## config.mk

```make
export PLATFORM = sky130hd
export DESIGN_NAME = stable_priority_queue_core
export DESIGN_NICKNAME = d
export VERILOG_FILES = /design/src/rtl/spq_pkg.sv /design/src/rtl/spq_ctrl.sv /design/src/rtl/spq_cells.sv /design/src/rtl/stable_priority_queue_core.sv
export SDC_FILE = /design/constraint.sdc
export NUM_CORES = 2
export LEC_CHECK = 0
export BUFFER_PORTS_ARGS = -buffer_cell sky130_fd_sc_hd__buf_4
export CAP_MARGIN = 20
export CORE_UTILIZATION = 30
export DETAILED_ROUTE_END_ITERATION = 6
export GPL_TIMING_DRIVEN = 1
export PLACE_DENSITY = 0.51
export SLEW_MARGIN = 20
export SYNTH_ARGS = -nofsm -noshare
export SYNTH_HDL_FRONTEND = slang
export SYNTH_HIERARCHICAL = 1
export SYNTH_SLANG_ARGS = --single-unit
```

## constraint.sdc

```tcl
create_clock -name clock -period 4.45 [get_ports clock]
set_input_delay 0.2225 -clock clock [delete_from_list [all_inputs] [get_ports clock]]
set_output_delay 0.2225 -clock clock [all_outputs]
set_load 0.05 [all_outputs]
```

## src/rtl/spq_pkg.sv

```systemverilog
package spq_pkg;

   // result status codes
   typedef enum logic [1:0] {
      STATUS_DONE  = 2'd0,
      STATUS_EMPTY = 2'd1,
      STATUS_FULL  = 2'd2
   } status_type;

   // command codes
   localparam logic CMD_INSERT = 1'b0;
   localparam logic CMD_REMOVE = 1'b1;

   localparam int DATA_BITS = 32;
   localparam int PRIO_BITS = 16;
   localparam int OCC_BITS  = 5;

   // controller states
   typedef enum logic {
      ST_OPEN,
      ST_HOLD
   } state_type;

   // controller to datapath
   typedef struct packed {
      logic       ins;
      logic       rem;
      logic       load;
      status_type rsp_status;
   } ctrl_type;

   // datapath to controller
   typedef struct packed {
      logic empty;
      logic full;
   } dp_stat_type;

endpackage

```

## src/rtl/spq_ctrl.sv

```systemverilog
module spq_ctrl
   import spq_pkg::*;
(
   input  logic        clock,
   input  logic        reset,
   input  logic        req_valid,
   output logic        req_stall,
   input  logic        req_cmd,
   output logic        rsp_valid,
   input  logic        rsp_stall,
   input  dp_stat_type stat,
   output ctrl_type    ctrl
);

   state_type state_ff;
   state_type state_in;
   logic      accept;

   // state register
   always_ff @(posedge clock) begin
      if (reset) begin
         state_ff <= ST_OPEN;
      end else begin
         state_ff <= state_in;
      end
   end

   // next state and commands
   always_comb begin
      state_in        = state_ff;
      req_stall       = 1'b0;
      rsp_valid       = 1'b0;
      ctrl.ins        = 1'b0;
      ctrl.rem        = 1'b0;
      ctrl.load       = 1'b0;
      ctrl.rsp_status = STATUS_DONE;
      accept          = 1'b0;
      case (state_ff)
         ST_OPEN: begin
            accept = req_valid;
         end
         ST_HOLD: begin
            rsp_valid = 1'b1;
            req_stall = rsp_stall;
            accept    = req_valid && !rsp_stall;
            if (!rsp_stall) begin
               state_in = ST_OPEN;
            end
         end
         default: begin
            state_in = ST_OPEN;
         end
      endcase
      if (accept) begin
         state_in  = ST_HOLD;
         ctrl.load = 1'b1;
         if (req_cmd == CMD_INSERT) begin
            if (stat.full) begin
               ctrl.rsp_status = STATUS_FULL;
            end else begin
               ctrl.ins = 1'b1;
            end
         end else begin
            if (stat.empty) begin
               ctrl.rsp_status = STATUS_EMPTY;
            end else begin
               ctrl.rem = 1'b1;
            end
         end
      end
   end

endmodule

```

## src/rtl/spq_cells.sv

```systemverilog
module spq_cells
   import spq_pkg::*;
#(
   parameter int QUEUE_DEPTH = 16,
   parameter int VALUE_WIDTH = 32
)
(
   input  logic                        clock,
   input  logic                        reset,
   input  ctrl_type                    ctrl,
   output dp_stat_type                 stat,
   input  logic [DATA_BITS-1:0]        req_item_value,
   input  logic signed [PRIO_BITS-1:0] req_priority_req,
   output logic [DATA_BITS-1:0]        rsp_out_value,
   output logic [1:0]                  rsp_status,
   output logic [OCC_BITS-1:0]         rsp_occupancy
);

   localparam int CW = $clog2(QUEUE_DEPTH + 1);
   localparam int WW = (VALUE_WIDTH > DATA_BITS) ? VALUE_WIDTH : DATA_BITS;
   localparam int OW = (CW > OCC_BITS) ? CW : OCC_BITS;

   logic [CW-1:0]                count_ff;
   logic [CW-1:0]                count_in;
   logic [VALUE_WIDTH-1:0]       val_ff [QUEUE_DEPTH];
   logic signed [PRIO_BITS-1:0]  prio_ff [QUEUE_DEPTH];
   logic [QUEUE_DEPTH-1:0]       gt;
   logic [WW-1:0]                in_wide;
   logic [WW-1:0]                head_wide;
   logic [VALUE_WIDTH-1:0]       new_val;
   logic [OW-1:0]                occ_wide;
   logic [DATA_BITS-1:0]         value_ff;
   logic [1:0]                   status_ff;
   logic [OCC_BITS-1:0]          occ_ff;

   // value width adaption
   assign in_wide   = WW'(req_item_value);
   assign new_val   = in_wide[VALUE_WIDTH-1:0];
   assign head_wide = WW'(val_ff[0]);

   assign stat.empty = (count_ff == '0);
   assign stat.full  = (count_ff == CW'(QUEUE_DEPTH));

   // entry count
   always_comb begin
      count_in = count_ff;
      if (ctrl.ins) begin
         count_in = count_ff + CW'(1);
      end else if (ctrl.rem) begin
         count_in = count_ff - CW'(1);
      end
   end

   always_ff @(posedge clock) begin
      if (reset) begin
         count_ff <= '0;
      end else begin
         count_ff <= count_in;
      end
   end

   // row of cells: compare, then shift right on insert or left on remove
   genvar i;
   generate
      for (i = 0; i < QUEUE_DEPTH; i++) begin : g_cell
         assign gt[i] = (CW'(i) >= count_ff) || (req_priority_req > prio_ff[i]);

         if (i == 0) begin : g_head
            always_ff @(posedge clock) begin
               if (ctrl.ins && gt[i]) begin
                  val_ff[i]  <= new_val;
                  prio_ff[i] <= req_priority_req;
               end else if (ctrl.rem && (QUEUE_DEPTH > 1)) begin
                  val_ff[i]  <= val_ff[1];
                  prio_ff[i] <= prio_ff[1];
               end
            end
         end else if (i == QUEUE_DEPTH - 1) begin : g_tail
            always_ff @(posedge clock) begin
               if (ctrl.ins && gt[i] && !gt[i-1]) begin
                  val_ff[i]  <= new_val;
                  prio_ff[i] <= req_priority_req;
               end else if (ctrl.ins && gt[i-1]) begin
                  val_ff[i]  <= val_ff[i-1];
                  prio_ff[i] <= prio_ff[i-1];
               end
            end
         end else begin : g_mid
            always_ff @(posedge clock) begin
               if (ctrl.ins && gt[i] && !gt[i-1]) begin
                  val_ff[i]  <= new_val;
                  prio_ff[i] <= req_priority_req;
               end else if (ctrl.ins && gt[i-1]) begin
                  val_ff[i]  <= val_ff[i-1];
                  prio_ff[i] <= prio_ff[i-1];
               end else if (ctrl.rem) begin
                  val_ff[i]  <= val_ff[i+1];
                  prio_ff[i] <= prio_ff[i+1];
               end
            end
         end
      end
   endgenerate

   // response word
   assign occ_wide = OW'(count_in);

   always_ff @(posedge clock) begin
      if (ctrl.load) begin
         value_ff  <= ctrl.rem ? head_wide[DATA_BITS-1:0] : '0;
         status_ff <= ctrl.rsp_status;
         occ_ff    <= occ_wide[OCC_BITS-1:0];
      end
   end

   assign rsp_out_value = value_ff;
   assign rsp_status    = status_ff;
   assign rsp_occupancy = occ_ff;

endmodule

```

## src/rtl/stable_priority_queue_core.sv

```systemverilog
// Bounded priority queue of value and signed priority pairs, highest
// priority at the head, equal priorities served in arrival order. A req
// word with cmd 0 inserts, cmd 1 removes the head; each req word yields one
// rsp word with the removed value (zero otherwise), a status (done, remove
// on empty, insert dropped when full) and the occupancy after the command.
// Each entry sits in its own cell, all cells compare the new priority
// against their own at once and shift in a single step, so a new req word
// is taken in the cycle its predecessor's rsp word is taken, and a held rsp
// word stalls the req side only while rsp_stall is high. Entries reset
// empty; no clearing pass is needed.
module stable_priority_queue_core
   import spq_pkg::*;
#(
   parameter int QUEUE_DEPTH = 16,
   parameter int VALUE_WIDTH = 32
)
(
   input  logic                        clock,
   input  logic                        reset,
   input  logic                        req_valid,
   output logic                        req_stall,
   input  logic                        req_cmd,
   input  logic [DATA_BITS-1:0]        req_item_value,
   input  logic signed [PRIO_BITS-1:0] req_priority_req,
   output logic                        rsp_valid,
   input  logic                        rsp_stall,
   output logic [DATA_BITS-1:0]        rsp_out_value,
   output logic [1:0]                  rsp_status,
   output logic [OCC_BITS-1:0]         rsp_occupancy
);

   ctrl_type    ctrl;
   dp_stat_type stat;

   // sequencer
   spq_ctrl u_ctrl (
      .clock     (clock),
      .reset     (reset),
      .req_valid (req_valid),
      .req_stall (req_stall),
      .req_cmd   (req_cmd),
      .rsp_valid (rsp_valid),
      .rsp_stall (rsp_stall),
      .stat      (stat),
      .ctrl      (ctrl)
   );

   // sorted cell row and response register
   spq_cells #(
      .QUEUE_DEPTH (QUEUE_DEPTH),
      .VALUE_WIDTH (VALUE_WIDTH)
   ) u_cells (
      .clock            (clock),
      .reset            (reset),
      .ctrl             (ctrl),
      .stat             (stat),
      .req_item_value   (req_item_value),
      .req_priority_req (req_priority_req),
      .rsp_out_value    (rsp_out_value),
      .rsp_status       (rsp_status),
      .rsp_occupancy    (rsp_occupancy)
   );

endmodule
```

== Yosys cells after proc, flatten, opt, wreduce, memory -nomap -nowiden ==
Memory sizes are Yosys's and may differ from the RTL's.
Index checks and enable logic that the tools add are counted.

* Order comparisons: 32
* Eq/ne operators: 1
* Bitwise gates (word level): 61
* $add $sub $neg: 2
* Reduce and logical (&&, ||, !) cells: 65
* Mux-type cells: 196

{| class="wikitable"
|+ Operators by type and width
! cell !! number
|-
| 32-bit two-way mux || 30
|-
| 16-bit two-way mux || 30
|-
| 16-bit greater-than comparator || 16
|-
| 1-bit two-way mux || 130
|-
| 1-bit OR || 60
|-
| 4-bit by 5-bit greater-or-equal comparator with 1-bit output (first input constant) || 8
|-
| 1-bit logical AND || 32
|-
| 3-bit by 5-bit greater-or-equal comparator with 1-bit output (first input constant) || 4
|-
| 1-bit logical NOT || 16
|-
| 1-bit logical OR || 16
|-
| 5-bit two-way mux || 3
|-
| 1-bit by 5-bit greater-or-equal comparator with 1-bit output (first input constant) || 2
|-
| 2-bit by 5-bit greater-or-equal comparator with 1-bit output (first input constant) || 2
|-
| 5-bit by 1-bit adder with 5-bit output (second input constant) || 1
|-
| 5-bit == test (second input constant) || 1
|-
| 5-bit logical NOT || 1
|-
| 5-bit by 1-bit subtractor with 5-bit output (second input constant) || 1
|-
| 2-bit two-way mux || 2
|-
| 1-bit one-hot mux with 2 select lines || 1
|-
| 1-bit inverter || 1
|}

* Bits of input ports: 53
* RAM bits: 768
* Logic and storage cells: 364
* Output and inout port bits: 41
* Memories kept: 2
* Bits in registers: 45

{| class="wikitable"
|+ Memory list
! memory !! depth !! bits a word !! rd ports !! clocked after Yosys merged registers in !! wr ports !! line !! text
|-
| u_cells.val_ff || 16 || 32 || 16 || 0 || 16 || spq_cells.sv:25 || <nowiki>logic [VALUE_WIDTH-1:0] val_ff [QUEUE_DEPTH];</nowiki>
|-
| u_cells.prio_ff || 16 || 16 || 16 || 0 || 16 || spq_cells.sv:26 || <nowiki>logic signed [PRIO_BITS-1:0] prio_ff [QUEUE_DEPTH];</nowiki>
|}

== Depth between registers and ports, before layout ==
* Word-level depth: 10
* Gate-level depth with buffers: 14
* Depth with buffers taken out: 11

== Cells and area by module ==
The synthesis kept the hierarchy.

{| class="wikitable"
|+ Modules (own cells, without submodules)
! module !! times used !! sequential area each (sq um) !! cells each !! area each (sq um)
|-
| spq_cells || 1 || 24333.3 || 4263 || 47252.8
|-
| spq_ctrl || 1 || 20.0 || 11 || 98.8
|}

== Worst setup path before layout ==
OpenSTA, ideal clock, no wires.

* Kind: reg2reg
* Start: memory u_cells.prio_ff[14][15], in the netlist u_cells/prio_ff[1][111]
* End: memory u_cells.prio_ff[15][0], in the netlist u_cells/prio_ff[1][112] (enable)
* Path buffers: 0
* Path slack: -0.349 ns
* Library setup time: 0.482 ns
* Arrival time: 4.316 ns
* Clock period less this slack: 4.799 ns
* Data required time: 3.968 ns
* Cell stages (with the launch flop): 10
* Path through: edfxtp_1 -> inv_1 -> ha_1 -> nand4_1 -> or3_1 -> a21o_1 -> nand3_1 -> xnor2_1 -> nand2_1 -> a31oi_1

{| class="wikitable"
|+ RTL lines
! item !! line
|-
| start: declaration || spq_cells.sv:26
|}

==> metrics.yaml <==
outcome:
  status: "complete, no violations"
critical_path:
  cp_slowest_cell: "dfxtp_1"
  cp_max_fo: 19
  end_kind: "flop"
  required_ns: 4.87
  setup.worst_path.end: "u_cells/prio_ff[1][13]"
  path_depth: 13
  cp-startpoint: "u_cells/count_ff[1]"
  cpLargestDelayFamily: "buffers and inverters"
  crit_buf_inv: 4
  critPathLaunchType: "flop"
  crit_chain: "inv_1 > ha_1 > and3_1 > nor3_2 > inv_1 > buf_4 > a21oi_1 > o31ai_1 > a31o_2 > nand3_4 > buf_4 > mux2i_1 > a21oi_1"
  reg2reg_depth: 13
  r2r_slack_ns: 0.42
  arrival_ns: 4.45
  r2r_end: "u_cells/prio_ff[1][13]"
  reg2reg_from: "u_cells/count_ff[1]"
  cpPeakStageDelay_ns: 0.52
  criticalPathCategory: "reg -> reg"
drt:
  wire_per_inst_um: 21.9
  drt-total-wl_um: 142000
  drtIter0Drc: 2198
  ant_nets: 0
  via_per_inst: 5.25
  via_count: 34000
  firstDrtPassIters: 5
  route.detailed.drc: 0
cts:
  cts_sinks: 813
  htree_levels: 3
  cts.clk_slew.worst_paths_ns: 0.06
  cts_tree: "yes"
  cts_resized: 0
  root_buffer: "clkbuf_16"
  clk_latency_ns: 0.73
  cts.path.max_buffers: 3
  cts_buffers: 98
placement:
  dp.final_hpwl_um: 95400
  dpl_cell_area_um2: 50900
  place_inst: 6248
  portBuffers: 93
  gp_congestion: 0.836
grt:
  grt_use_total: 0.175
  grt_max_degree: 97
  grt_pass1_wl_um: 215000
  first_global_vias: 34400
  grt_overflow: 0
  antenna_found_initial: 1
synthesis:
  synth-edff-count: 807
  ys.flop_type: "edfxtp_1"
  synth-simple-area-share: 0.0976
  ys_ff_latch: 813
  synth.area.top_cells: "edfxtp_1 (51%), mux2i_1 (9.3%), mux2_2 (8.1%), ha_1 (6.9%), nor2_1 (3.3%)"
  yosys.area_share.xor_xnor: 0.000925
  synthCells: 4274
  synthAdderAreaFrac: 0.0690
  yosysTopAreaCellShare: 0.512
  muxShareOfSynthArea: 0.175
  synth_fp_nets: 4588
  yosys_warnings: 6
  synth.most_common_cell: "edfxtp_1"
  ys_async_sr_fraction: 0
  synth_top_family_by_area: "multiplexers"
  netlist_area_um2: 47400
  synth_cell_types: 70
  avgSynthCellArea_um2: 11.1
  yosysTopAreaCell: "edfxtp_1"
  yosysSeqAreaShare: 0.514
  synth_compound_area_frac: 0.0967
  synth_commonest_cells: "edfxtp_1 (807), mux2i_1 (441), nor2_1 (410)"
floorplanning:
  io_pins: 94
  start_util: 0.303
  die_w_um: 399
  rows: 145
  die-area_um2: 159000
  fp.dieH_um: 399
  core-area_um2: 156000
sta:
  hold_viol: 0
  rsz0062_at_grt: "false"
  tightest_slew_ns: 1.08
  drv_slew: 0
  finalSetupTns_ns: 0
  setup_viol: 0
  min_period_over_period: 0.905
  fmax_mhz: 248
  slew-limit-headroom: 0.277
  fin_crit_ns: 4.03
  finClkSkew_ns: 0.0361
worst_hold_path:
  hold_path.class: "in -> reg"
  min_path_cells: 3
final_layout:
  layout-drive-gt1-share: 0.170
  syn_to_final_growth_pct: 14.9
  stdcell_count: 6473
  final_area_um2: 54400
  layout.nets: 4647
power_and_ir_drop:
  power.leakage_nw: 21.7
  power_density_nw_per_um2: 511
  peakVddDrop_mv: 0.325
job:
  cap_viol_max_count: 0
[cells in the final DEF, fill, tap and decap left out, types with 9 or more instances in the layout]
master         instances
buf_4                187
a21o_1                27
a31oi_1              148
nand2_1              375
nand3_2               10
nand3_1               84
o221ai_1              16
dlygate4sd3_1         43
clkinv_1              20
clkbuf_1              22
nand2b_1               9
nor2_1               409
o21ai_0              187
a21oi_1              305
and3_1                11
a211oi_1              11
edfxtp_1             807
mux2_2               339
mux2i_1              441
nor2b_1               23
buf_12                26
clkinv_2              29
clkbuf_16            100
inv_1                257
ha_1                 261
nand4_1               55
o211ai_1              20
and2_1                36
[registers in the layout, summed over array words and instances, names as in the netlist]
register and flops:
u_cells/val_ff 512, u_ctrl/state_ff 1, u_cells/count_ff 5, u_cells/prio_ff 256
u_cells/rsp_occupancy 5, u_cells/rsp_out_value 32, u_cells/rsp_status 2
[final cells by class]
| class | count | area, µm² |
|---|---|---|
| Inverter | 259 | 972 |
| Multi-Input combinational cell | 2905 | 21100 |
| Clock buffer | 122 | 2580 |
| Antenna cell | 2 | 5.00 |
| Clock inverter | 58 | 428 |
| Sequential cell | 813 | 24400 |
| Fill cell | 15800 | 102000 |
| Timing Repair Buffer | 256 | 2350 |
| Tap cell | 2058 | 2570 |
[power by group]
| group | leakage (nW) | switching, mW | internal [mW] |
|---|---|---|---|
| registers | 7.88 | 1.27 | 11.3 |
| logic | 12.4 | 4.72 | 2.74 |
| clock network | 1.50 | 3.42 | 4.30 |
| total | 21.7 | 9.41 | 18.4 |
[cells by family after synthesis]
family                   after synthesis
multiplexers                         786
flip-flops                           813
AO/OA/AOI/OAI                        785
XOR/XNOR                               5
AND/OR/NAND/NOR                     1068
adder cells (fa/ha/maj)              261
buffers and inverters                556
[layer usage]
| metal | GRT usage | share of wire |
|---|---|---|
| met5 | 0 | 0 |
| met4 | 0.0412 | 0.020 |
| met3 | 0.0240 | 0.039 |
| met2 | 0.286 | 0.47 |
| met1 | 0.244 | 0.47 |
[repair_timing]
item / CTS / global route
endpoints found under the hold margin: 231 / 0
hold buffers: 43 / 0
buffers inserted: 0 / 0
[worst min-delay path by stage]
stage                          from                      end  slack [ns]
6_report       req_priority_req[11]  u_cells/prio_ff[1][123]        0.03
3_5_place_dp              req_valid          u_ctrl/state_ff        0.45
2_1_floorplan                 reset      u_cells/count_ff[0]        0.29
4_1_cts        req_priority_req[11]  u_cells/prio_ff[1][123]       0.001
3_3_place_gp              req_valid          u_ctrl/state_ff        0.44
5_1_grt        req_priority_req[15]  u_cells/prio_ff[1][127]       0.006
[stage by stage]
stage | total power [mW] | hold slack, ns | setup slack (ns) | utilization
after floorplan | 17.2 | 0.294 | 0.0528 | -
after global placement | 20.0 | 0.442 | 0.480 | 0.326
after detailed placement | 20.1 | 0.451 | 0.428 | 0.326
after CTS | 28.0 | 0.00131 | 0.398 | 0.348
after global routing | 29.2 | 0.00623 | 0.208 | 0.348
final | 27.8 | 0.0317 | 0.422 | 0.348
[tightest hold or removal path: stages]
cell     delay [ns]
buf_4          0.26
nand2_1        0.07
o21ai_0        0.08
(Power assumes the default switching activity.)
